[src/jsrc_pkg.sv]
package jsrc_pkg;

    localparam int CODE_W      = 12;
    localparam int GAIN_W      = 16;
    localparam int DB_W        = 16;
    localparam int LIM_W       = 8;
    localparam int ANGLE_W     = 26;
    localparam int WORD_W      = 16;
    localparam int NOTE_IDX_W  = 5;
    localparam int DIGIT_W     = 4;
    localparam int NDIG        = GAIN_W / DIGIT_W;
    localparam int DCNT_W      = (NDIG > 1) ? $clog2(NDIG) : 1;
    localparam int DIFF_W      = CODE_W + 1;
    localparam int PP_W        = DIFF_W + DIGIT_W + 1;
    localparam int PROD_W      = DIFF_W + GAIN_W + 1;
    localparam int FRAC_SHIFT  = 8;
    localparam int STEP_W      = PROD_W - FRAC_SHIFT;
    localparam int APB_DW      = 32;
    localparam int APB_AW      = 5;
    localparam int REG_IDX_W   = APB_AW - 2;

    localparam int UPDATE_SKIP_PERIOD_DEF = 1000;
    localparam int NOTE_SAMPLES_DEF       = 125;
    localparam int NOTE_COUNT_DEF         = 25;

    localparam logic [REG_IDX_W-1:0] REG_CENTER_A = 3'd0;
    localparam logic [REG_IDX_W-1:0] REG_CENTER_B = 3'd1;
    localparam logic [REG_IDX_W-1:0] REG_GAIN_A   = 3'd2;
    localparam logic [REG_IDX_W-1:0] REG_GAIN_B   = 3'd3;
    localparam logic [REG_IDX_W-1:0] REG_DEADBAND = 3'd4;
    localparam logic [REG_IDX_W-1:0] REG_LIMIT_B  = 3'd5;

    localparam logic [CODE_W-1:0] CENTER_A_RST = 12'd2314;
    localparam logic [CODE_W-1:0] CENTER_B_RST = 12'd2205;
    localparam logic [GAIN_W-1:0] GAIN_A_RST   = 16'd1813;
    localparam logic [GAIN_W-1:0] GAIN_B_RST   = 16'd1902;
    localparam logic [DB_W-1:0]   DEADBAND_RST = 16'd328;
    localparam logic [LIM_W-1:0]  LIMIT_B_RST  = 8'd10;
    localparam logic [WORD_W-1:0] PERIOD_RST   = 16'd10000;

    localparam logic signed [ANGLE_W-1:0] DEG_90     = 26'sd5898240;
    localparam logic signed [ANGLE_W-1:0] NEG_DEG_90 = -26'sd5898240;
    localparam logic signed [31:0]        SERVO_SLOPE = 32'sd27;
    localparam logic signed [31:0]        SERVO_MID   = 32'sd327680000;

    typedef struct packed {
        logic [CODE_W-1:0] code_a;
        logic [CODE_W-1:0] code_b;
    } t_in_word;

    typedef struct packed {
        logic [WORD_W-1:0] compare_a;
        logic [WORD_W-1:0] compare_b;
        logic              buzzer_on;
        logic [WORD_W-1:0] tone_period;
        logic              tone_load;
    } t_out_word;

    function automatic logic signed [ANGLE_W-1:0] clamp90(
        input logic signed [ANGLE_W-1:0] a
    );
        logic signed [ANGLE_W-1:0] c;
        c = a;
        if (a > DEG_90) begin
            c = DEG_90;
        end else if (a < NEG_DEG_90) begin
            c = NEG_DEG_90;
        end
        return c;
    endfunction

    function automatic logic [WORD_W-1:0] servo_word(input logic signed [ANGLE_W-1:0] a);
        logic signed [ANGLE_W-1:0] c;
        logic signed [31:0]        v;
        c = clamp90(a);
        v = 32'(c) * SERVO_SLOPE + SERVO_MID;
        return v[31:16];
    endfunction

    // one radix-16 digit of the gain, most significant first
    function automatic logic signed [PROD_W-1:0] mac_digit(
        input logic signed [PROD_W-1:0] acc,
        input logic signed [DIFF_W-1:0] diff,
        input logic [DIGIT_W-1:0]       digit
    );
        logic signed [PP_W-1:0] pp;
        pp = diff * $signed({1'b0, digit});
        return (acc <<< DIGIT_W) + {{(PROD_W-PP_W){pp[PP_W-1]}}, pp};
    endfunction

    function automatic logic signed [ANGLE_W-1:0] apply_deadband(
        input logic signed [PROD_W-1:0] prod,
        input logic [DB_W-1:0]          db
    );
        logic signed [STEP_W-1:0] s;
        logic signed [STEP_W-1:0] dbs;
        s   = prod[PROD_W-1:FRAC_SHIFT];
        dbs = $signed({{(STEP_W-DB_W){1'b0}}, db});
        if (s < dbs && s > -dbs) begin
            s = '0;
        end
        return {{(ANGLE_W-STEP_W){s[STEP_W-1]}}, s};
    endfunction

    function automatic logic [WORD_W-1:0] melody_note(input logic [NOTE_IDX_W-1:0] idx);
        logic [WORD_W-1:0] p;
        unique case (idx)
            5'd0, 5'd1:   p = 16'd18958;
            5'd2, 5'd3:   p = 16'd21204;
            5'd4, 5'd5:   p = 16'd33860;
            5'd6, 5'd7:   p = 16'd30189;
            5'd8, 5'd9:   p = 16'd22606;
            5'd10, 5'd11: p = 16'd25252;
            5'd12, 5'd13: p = 16'd42566;
            5'd14, 5'd15: p = 16'd37922;
            5'd16, 5'd17: p = 16'd25252;
            5'd18, 5'd19: p = 16'd28409;
            5'd20, 5'd21: p = 16'd45018;
            5'd22, 5'd23: p = 16'd37922;
            5'd24:        p = 16'd28409;
            default:      p = PERIOD_RST;
        endcase
        return p;
    endfunction

endpackage

[src/jsrc_in_if.sv]
interface jsrc_in_if;
    import jsrc_pkg::*;

    logic     valid;
    logic     ready;
    t_in_word data;

    modport source(output valid, output data, input ready);
    modport sink(input valid, input data, output ready);
endinterface

[src/jsrc_out_if.sv]
interface jsrc_out_if;
    import jsrc_pkg::*;

    logic      valid;
    logic      ready;
    t_out_word data;

    modport source(output valid, output data, input ready);
    modport sink(input valid, input data, output ready);
endinterface

[src/joystick_servo_rate_control.sv]
// A word is accepted, then its step products run one 4-bit gain digit per cycle
// in S_MUL, S_ADD adds the steps to the held angles (unless the sample phase is
// zero), and S_OUT loads the output register, holding while it is full and untaken.
// The next word is taken in the result cycle while the output register is free.
// Reset (synchronous, active low): registers to defaults, angles and counters zero.
module joystick_servo_rate_control #(
    parameter int UPDATE_SKIP_PERIOD = jsrc_pkg::UPDATE_SKIP_PERIOD_DEF,
    parameter int NOTE_SAMPLES       = jsrc_pkg::NOTE_SAMPLES_DEF,
    parameter int NOTE_COUNT         = jsrc_pkg::NOTE_COUNT_DEF
) (
    input  logic                        i_clk,
    input  logic                        i_rst_n,
    jsrc_in_if.sink                     i_in,
    jsrc_out_if.source                  o_out,
    input  logic                        psel,
    input  logic                        penable,
    input  logic                        pwrite,
    input  logic [jsrc_pkg::APB_AW-1:0] paddr,
    input  logic [jsrc_pkg::APB_DW-1:0] pwdata,
    output logic [jsrc_pkg::APB_DW-1:0] prdata,
    output logic                        pready
);
    import jsrc_pkg::*;

    localparam int PHASE_W = $clog2(UPDATE_SKIP_PERIOD);
    localparam int NPH_W   = $clog2(NOTE_SAMPLES + 1);
    localparam logic [WORD_W-1:0] STOP_COMPARE = servo_word(DEG_90);

    typedef enum logic [3:0] {
        S_IDLE = 4'b0001,
        S_MUL  = 4'b0010,
        S_ADD  = 4'b0100,
        S_OUT  = 4'b1000
    } t_state;

    t_state                    r_state, n_state;
    logic [CODE_W-1:0]         r_center_a, r_center_b;
    logic [GAIN_W-1:0]         r_gain_a, r_gain_b;
    logic [DB_W-1:0]           r_deadband;
    logic [LIM_W-1:0]          r_limit_b;
    logic signed [ANGLE_W-1:0] r_angle_a, r_angle_b;
    logic [PHASE_W-1:0]        r_phase;
    logic [NPH_W-1:0]          r_note_phase;
    logic [NOTE_IDX_W-1:0]     r_note_idx;
    logic [WORD_W-1:0]         r_period;
    logic                      r_out_valid;
    t_out_word                 r_out;
    logic [DCNT_W-1:0]         r_dcnt;
    logic signed [DIFF_W-1:0]  r_diff_a, r_diff_b;
    logic [GAIN_W-1:0]         r_gsr_a, r_gsr_b;
    logic signed [PROD_W-1:0]  r_acc_a, r_acc_b;

    logic                      cfg_wr;
    logic [REG_IDX_W-1:0]      cfg_idx;
    logic                      out_free;
    logic                      accept;
    logic                      load_out;
    logic signed [ANGLE_W-1:0] lim_b;
    logic signed [ANGLE_W-1:0] clamp_b;
    logic signed [ANGLE_W-1:0] step_a, step_b;
    logic                      at_stop, buzz, tone_hit, phase_last;
    logic [NOTE_IDX_W-1:0]     idx_base;
    logic [NOTE_IDX_W-1:0]     n_note_idx;
    logic [WORD_W-1:0]         n_period;
    logic [PHASE_W-1:0]        n_phase;
    logic [NPH_W-1:0]          n_note_phase;
    t_out_word                 n_out;

    assign pready  = 1'b1;
    assign cfg_wr  = psel && penable && pwrite && pready;
    assign cfg_idx = paddr[APB_AW-1:2];

    always_comb begin
        unique case (cfg_idx)
            REG_CENTER_A: prdata = APB_DW'(r_center_a);
            REG_CENTER_B: prdata = APB_DW'(r_center_b);
            REG_GAIN_A:   prdata = APB_DW'(r_gain_a);
            REG_GAIN_B:   prdata = APB_DW'(r_gain_b);
            REG_DEADBAND: prdata = APB_DW'(r_deadband);
            REG_LIMIT_B:  prdata = APB_DW'(r_limit_b);
            default:      prdata = '0;
        endcase
    end

    assign out_free    = !r_out_valid || o_out.ready;
    assign i_in.ready  = (r_state == S_IDLE) || ((r_state == S_OUT) && out_free);
    assign accept      = i_in.valid && i_in.ready;
    assign load_out    = (r_state == S_OUT) && out_free;
    assign o_out.valid = r_out_valid;
    assign o_out.data  = r_out;

    always_comb begin
        lim_b   = {{(ANGLE_W-LIM_W-16){r_limit_b[LIM_W-1]}}, r_limit_b, 16'b0};
        clamp_b = (r_angle_b > lim_b) ? lim_b : r_angle_b;
        if (clamp_b < NEG_DEG_90) begin
            clamp_b = NEG_DEG_90;
        end
        step_a = apply_deadband(r_acc_a, r_deadband);
        step_b = apply_deadband(r_acc_b, r_deadband);
    end

    always_comb begin
        at_stop    = (r_angle_b == NEG_DEG_90);
        buzz       = at_stop && ({1'b0, r_note_idx} < (NOTE_IDX_W+1)'(NOTE_COUNT));
        idx_base   = buzz ? r_note_idx : '0;
        tone_hit   = at_stop && (r_note_phase == '0);
        n_note_idx = tone_hit ? idx_base + NOTE_IDX_W'(1) : idx_base;
        n_period   = tone_hit ? melody_note(idx_base) : r_period;
        phase_last = (r_phase == PHASE_W'(UPDATE_SKIP_PERIOD - 1));
        n_phase    = phase_last ? '0 : r_phase + PHASE_W'(1);
        if (phase_last || r_note_phase == NPH_W'(NOTE_SAMPLES - 1)) begin
            n_note_phase = '0;
        end else begin
            n_note_phase = r_note_phase + NPH_W'(1);
        end
        n_out.compare_a   = servo_word(r_angle_a);
        n_out.compare_b   = servo_word(-r_angle_b);
        n_out.buzzer_on   = buzz;
        n_out.tone_period = n_period;
        n_out.tone_load   = tone_hit;
    end

    always_comb begin
        n_state = r_state;
        unique case (r_state)
            S_IDLE: begin
                if (accept) n_state = S_MUL;
            end
            S_MUL: begin
                if (r_dcnt == DCNT_W'(NDIG - 1)) n_state = S_ADD;
            end
            S_ADD: begin
                n_state = S_OUT;
            end
            S_OUT: begin
                if (load_out) n_state = accept ? S_MUL : S_IDLE;
            end
            default: n_state = S_IDLE;
        endcase
    end

    always_ff @(posedge i_clk) begin
        if (!i_rst_n) begin
            r_state      <= S_IDLE;
            r_center_a   <= CENTER_A_RST;
            r_center_b   <= CENTER_B_RST;
            r_gain_a     <= GAIN_A_RST;
            r_gain_b     <= GAIN_B_RST;
            r_deadband   <= DEADBAND_RST;
            r_limit_b    <= LIMIT_B_RST;
            r_angle_a    <= '0;
            r_angle_b    <= '0;
            r_phase      <= '0;
            r_note_phase <= '0;
            r_note_idx   <= '0;
            r_period     <= PERIOD_RST;
            r_out_valid  <= 1'b0;
            r_dcnt       <= '0;
        end else begin
            r_state <= n_state;
            if (cfg_wr) begin
                unique case (cfg_idx)
                    REG_CENTER_A: r_center_a <= pwdata[CODE_W-1:0];
                    REG_CENTER_B: r_center_b <= pwdata[CODE_W-1:0];
                    REG_GAIN_A:   r_gain_a   <= pwdata[GAIN_W-1:0];
                    REG_GAIN_B:   r_gain_b   <= pwdata[GAIN_W-1:0];
                    REG_DEADBAND: r_deadband <= pwdata[DB_W-1:0];
                    REG_LIMIT_B:  r_limit_b  <= pwdata[LIM_W-1:0];
                    default: ;
                endcase
            end
            if (accept) begin
                r_dcnt <= '0;
            end else if (r_state == S_MUL) begin
                r_dcnt <= r_dcnt + DCNT_W'(1);
            end
            // clamp the held angles before this word's step lands
            if (r_state == S_MUL && r_dcnt == '0) begin
                r_angle_a <= clamp90(r_angle_a);
                r_angle_b <= clamp_b;
            end
            if (r_state == S_ADD && r_phase != '0) begin
                r_angle_a <= r_angle_a + step_a;
                r_angle_b <= r_angle_b + step_b;
            end
            if (load_out) begin
                r_note_idx   <= n_note_idx;
                r_period     <= n_period;
                r_phase      <= n_phase;
                r_note_phase <= n_note_phase;
                r_out_valid  <= 1'b1;
            end else if (o_out.ready) begin
                r_out_valid <= 1'b0;
            end
        end
    end

    always_ff @(posedge i_clk) begin
        if (accept) begin
            r_diff_a <= $signed({1'b0, i_in.data.code_a}) - $signed({1'b0, r_center_a});
            r_diff_b <= $signed({1'b0, i_in.data.code_b}) - $signed({1'b0, r_center_b});
            r_gsr_a  <= r_gain_a;
            r_gsr_b  <= r_gain_b;
            r_acc_a  <= '0;
            r_acc_b  <= '0;
        end else if (r_state == S_MUL) begin
            r_acc_a <= mac_digit(r_acc_a, r_diff_a, r_gsr_a[GAIN_W-1 -: DIGIT_W]);
            r_acc_b <= mac_digit(r_acc_b, r_diff_b, r_gsr_b[GAIN_W-1 -: DIGIT_W]);
            r_gsr_a <= r_gsr_a << DIGIT_W;
            r_gsr_b <= r_gsr_b << DIGIT_W;
        end
        if (load_out) begin
            r_out <= n_out;
        end
    end

    a_buzz_at_stop: assert property (@(posedge i_clk) disable iff (!i_rst_n)
        o_out.valid && o_out.data.buzzer_on |-> o_out.data.compare_b == STOP_COMPARE)
        else $error("buzzer driven away from the lower stop");

    a_angle_clamped: assert property (@(posedge i_clk) disable iff (!i_rst_n)
        r_state == S_ADD |-> r_angle_a <= DEG_90 && r_angle_a >= NEG_DEG_90
                             && r_angle_b >= NEG_DEG_90)
        else $error("held angle not clamped before step");

    a_phase_align: assert property (@(posedge i_clk) disable iff (!i_rst_n)
        r_phase == '0 |-> r_note_phase == '0)
        else $error("note phase out of step with sample phase");

endmodule

[src/flat_wrapper.sv]
// flat-port wrapper written by rule: the top's interface ports become plain ports
module joystick_servo_rate_control_flat import jsrc_pkg::*;
#(
    parameter int UPDATE_SKIP_PERIOD = jsrc_pkg::UPDATE_SKIP_PERIOD_DEF,
    parameter int NOTE_SAMPLES       = jsrc_pkg::NOTE_SAMPLES_DEF,
    parameter int NOTE_COUNT         = jsrc_pkg::NOTE_COUNT_DEF
)
  (i_clk, i_rst_n, psel, penable, pwrite, paddr, pwdata, prdata, pready, i_in_valid, i_in_data, i_in_ready, o_out_valid, o_out_data, o_out_ready);
  jsrc_in_if i_in_i ();
  jsrc_out_if o_out_i ();
  input  logic i_clk;
  input  logic i_rst_n;
  input  logic psel;
  input  logic penable;
  input  logic pwrite;
  input  logic [jsrc_pkg::APB_AW-1:0] paddr;
  input  logic [jsrc_pkg::APB_DW-1:0] pwdata;
  output logic [jsrc_pkg::APB_DW-1:0] prdata;
  output logic pready;
  input wire logic [$bits(i_in_i.valid)-1:0] i_in_valid;
  input wire logic [$bits(i_in_i.data)-1:0] i_in_data;
  output wire logic [$bits(i_in_i.ready)-1:0] i_in_ready;
  output wire logic [$bits(o_out_i.valid)-1:0] o_out_valid;
  output wire logic [$bits(o_out_i.data)-1:0] o_out_data;
  input wire logic [$bits(o_out_i.ready)-1:0] o_out_ready;
  assign i_in_i.valid = i_in_valid;
  assign i_in_i.data = i_in_data;
  assign i_in_ready = i_in_i.ready;
  assign o_out_valid = o_out_i.valid;
  assign o_out_data = o_out_i.data;
  assign o_out_i.ready = o_out_ready;
  joystick_servo_rate_control #(.UPDATE_SKIP_PERIOD(UPDATE_SKIP_PERIOD), .NOTE_SAMPLES(NOTE_SAMPLES), .NOTE_COUNT(NOTE_COUNT)) u_core (.i_clk(i_clk), .i_rst_n(i_rst_n), .i_in(i_in_i), .o_out(o_out_i), .psel(psel), .penable(penable), .pwrite(pwrite), .paddr(paddr), .pwdata(pwdata), .prdata(prdata), .pready(pready));
endmodule
[config.mk]
export PLATFORM = sky130hd
export DESIGN_NAME = joystick_servo_rate_control_flat
export DESIGN_NICKNAME = d
export VERILOG_FILES = /design/src/jsrc_pkg.sv /design/src/jsrc_in_if.sv /design/src/jsrc_out_if.sv /design/src/joystick_servo_rate_control.sv /design/src/flat_wrapper.sv
export SDC_FILE = /design/constraint.sdc
export NUM_CORES = 2
export LEC_CHECK = 0
export ABC_CLOCK_PERIOD_IN_PS = 10250
export BUFFER_PORTS_ARGS = -buffer_cell sky130_fd_sc_hd__buf_4
export CORE_UTILIZATION = 30
export CTS_CLUSTER_DIAMETER = 30
export DETAILED_ROUTE_END_ITERATION = 10
export MAX_ROUTING_LAYER = met4
export PLACE_DENSITY_LB_ADDON = 0.1
export SLEW_MARGIN = 20
export SYNTH_ARGS = -nofsm -noshare
export SYNTH_HDL_FRONTEND = slang
export SYNTH_SLANG_ARGS = --single-unit
[constraint.sdc]
create_clock -name i_clk -period 10.25 [get_ports i_clk]
set_input_delay 0.5125 -clock i_clk [delete_from_list [all_inputs] [get_ports i_clk]]
set_output_delay 0.5125 -clock i_clk [all_outputs]
set_load 0.01 [all_outputs]
==> flow_summary.toml <==
[synth]
synth_top_cell_by_area = "ha_1"
ys_seq_elements = 345
syn_inst = 3990
synth_area_um2 = 33200
ys.flop_type = "dfxtp_1"
synth_top_area_share_pct = 17.5
yosys_warnings = 0
ys_seq_area_share_pct = 24.0
syn_area_per_cell_um2 = 8.33
ys_top_cells_by_area = "ha_1, dfxtp_1, edfxtp_1, fa_1, nand2_1"
synth_edf_count = 108
synth_cell_type_count = 86
async_reset_ff_share_pct = 0

[worst_hold_path]
hold_class = "input pin to flip-flop"

[placement]
detailed_place_hpwl_mm = 75.7
gp_congestion = 0.889
port_buffers = 117
dp.cells = 5468

[floorplanning]
io_pins = 153
die_x_um = 335
rows = 121
die-area_um2 = 112000
start_util_pct = 30.4
core_um2 = 109000
die_h_um = 335

[clock_network]
cts_resized = 0
ctsHoldBuffers = 0
cts.clk_slew.worst_paths_ns = 0.04
clockBufferDepth = 3
htreeDepth = 3
clk_latency_ns = 0.69
cts_sinks = 345
clockRootBuffer = "clkbuf_16"
cts_setup_buffers = 0
numCtsBuffers = 108
cts_tree = "done"

[critical_path]
cp-end-kind = "flip-flop"
crit_arrival_ns = 8.81
path_common_cell = "ha_1"
critPathMaxStageDelay_ns = 0.55
crit_type = "flip-flop to flip-flop"
critPathRequiredTime_ns = 10.63
rrSetupSlack_ns = 1.82
critPathSlowestCell = "nor3_1"
cp_max_fo = 30
start_kind = "flip-flop"

[grt]
grt_start_max_net_pins = 88
grt_pass1_vias = 27700
gr-total-overflow = 0
grtUsageTotal_pct = 17.8
antenna_found_initial = 0
grt_pass1_wl_mm = 154

[finish]
syn2layout_area_growth_pct = 18.4
nets = 4789
final_common_cell = "nand2_1"
nFillCells = 11500
final_cell_mix = "nand2_1, ha_1, inv_1"
drive_above_1_share_pct = 8.72
final_cell_count_no_fill = 5672
postLayoutCoreUtil_pct = 36.0
antennaDiodeCount = 0

[route]
wire_per_inst_um = 17.3
drc_errors = 0
viasPerCell = 4.91
drt_iter0_markers = 1334
firstDrtPassIters = 5
ant_nets = 0
wirelength_mm = 98.2
via_count = 27800

[sta]
rsz0062_at_grt = "false"
hold_violations = 0
holdWs_ns = 0.112
relSlewSlack_pct = 26.4
fin_crit_ns = 8.43
fin_tns_setup_ns = 0
drv_slew = 0
worst_slew_pin_slew_ns = 1.10
finClkSkew_ns = 0.0487
max_freq_mhz = 119
finalSetupViolCount = 0
fin_crit_sh_pct = 82.3

[outcome]
status = "completed"

[pwr]
p_per_area_nw_per_um2 = 292
p_leak_nw = 18.6
vdd_drop_max_mv = 0.156

[run]
drv_cap = 0
-- cell families after synthesis --
group	share of synthesized area [%]
AO/OA/AOI/OAI	16.9
AND/OR/NAND/NOR	18.7
XOR/XNOR	5.67
other	0.0226
adder cells (fa/ha/maj)	26.7
buffers and inverters	6.66
multiplexers	1.30
flip-flops	24.0
-- sequential cells by signal, indices dropped and copies added (netlist names), 4 cells and up --
name,flops
u_core.r_gain_b,16
u_core.r_deadband,16
u_core.r_state,4
u_core.r_acc_b,30
u_core.r_phase,10
u_core.r_diff_b,13
u_core.r_limit_b,8
u_core.r_angle_a,26
u_core.r_gsr_b,16
u_core.r_gain_a,16
u_core.r_center_b,12
u_core.r_acc_a,30
u_core.r_center_a,12
u_core.o_out.data,50
u_core.r_angle_b,26
u_core.r_note_phase,7
u_core.r_period,16
u_core.r_note_idx,5
u_core.r_gsr_a,16
u_core.r_diff_a,13
-- Yosys cell counts (27+ instances only) --
master	instances
a211oi_1	27
nand2_1	526
xor2_1	73
o21ai_0	187
a21o_1	80
nor2b_1	38
nor3_1	75
xnor2_1	137
clkbuf_1	121
o211ai_1	29
ha_1	466
nand2b_1	27
a31oi_1	40
nand3_1	143
fa_1	152
dfxtp_1	237
mux2i_1	33
and2_1	124
and3_1	34
nor2_1	237
inv_1	409
a21oi_1	241
nand4_1	28
o21a_1	56
edfxtp_1	108
-- metrics by stage --
step	area (um2)	total power, W	worst slack [ns]
after floorplan	33300	0.00669	2.96
after global routing	39300	0.0125	1.18
after CTS	39300	0.0117	1.73
after global placement	35600	0.00820	1.79
final	39300	0.0115	1.82
after detailed placement	35600	0.00817	1.80
-- path summary, 6_finish.rpt --
kind | from | to | cells after the start
max | u_core.r_angle_b[8]$_SDFFE_PN0P_ | u_core.o_out.data[32]$_DFFE_PP_ | 29
min | pwdata[14] | u_core.r_gain_a[14]$_SDFFE_PN0P_ | 3
max reg2reg | u_core.r_angle_b[8]$_SDFFE_PN0P_ | u_core.o_out.data[32]$_DFFE_PP_ | 29
min reg2reg | u_core.r_period[14]$_SDFFE_PN0P_ | u_core.r_period[14]$_SDFFE_PN0P_ | 2
-- cell type report --
class / count / area, um2 / area share [%]
clock buffers: 147 / 2990 / 7.60
clock inverters: 56 / 774 / 1.97
inverters: 410 / 1540 / 3.92
multi-input cells: 3092 / 23100 / 58.7
flip-flops and latches: 345 / 7990 / 20.3
well taps: 1476 / 1850 / 4.69
repair buffers: 146 / 1090 / 2.78
-- report_power, final --
group          switching [W]  leakage, nW  internal, W
Clock                0.00102         1.81      0.00235
Combinational        0.00363         13.9      0.00259
Sequential          0.000241         2.93      0.00165
Total                0.00490         18.6      0.00660
-- worst max-delay path, delay by kind of cell, from the launching register on --
| family | cells | cell delay [ns] |
|---|---|---|
| buffers and inverters | 2 | 0.13 |
| adder cells (fa/ha/maj) | 6 | 2.31 |
| AO/OA/AOI/OAI | 11 | 2.48 |
| XOR/XNOR | 2 | 0.29 |
| flip-flops | 1 | 0.48 |
| AND/OR/NAND/NOR | 8 | 2.44 |
-- routing by layer --
metal  vias to the layer above  wire [um]  global-route usage (%)
met5                         -          0                       -
met4                         0       2040                    5.17
met3                       119       3380                    2.13
met2                       424      44300                    27.9
met1                     13200      48400                    24.1
li1                      14100          -                       -
Note: power is estimated with default switching activity, not from simulation.
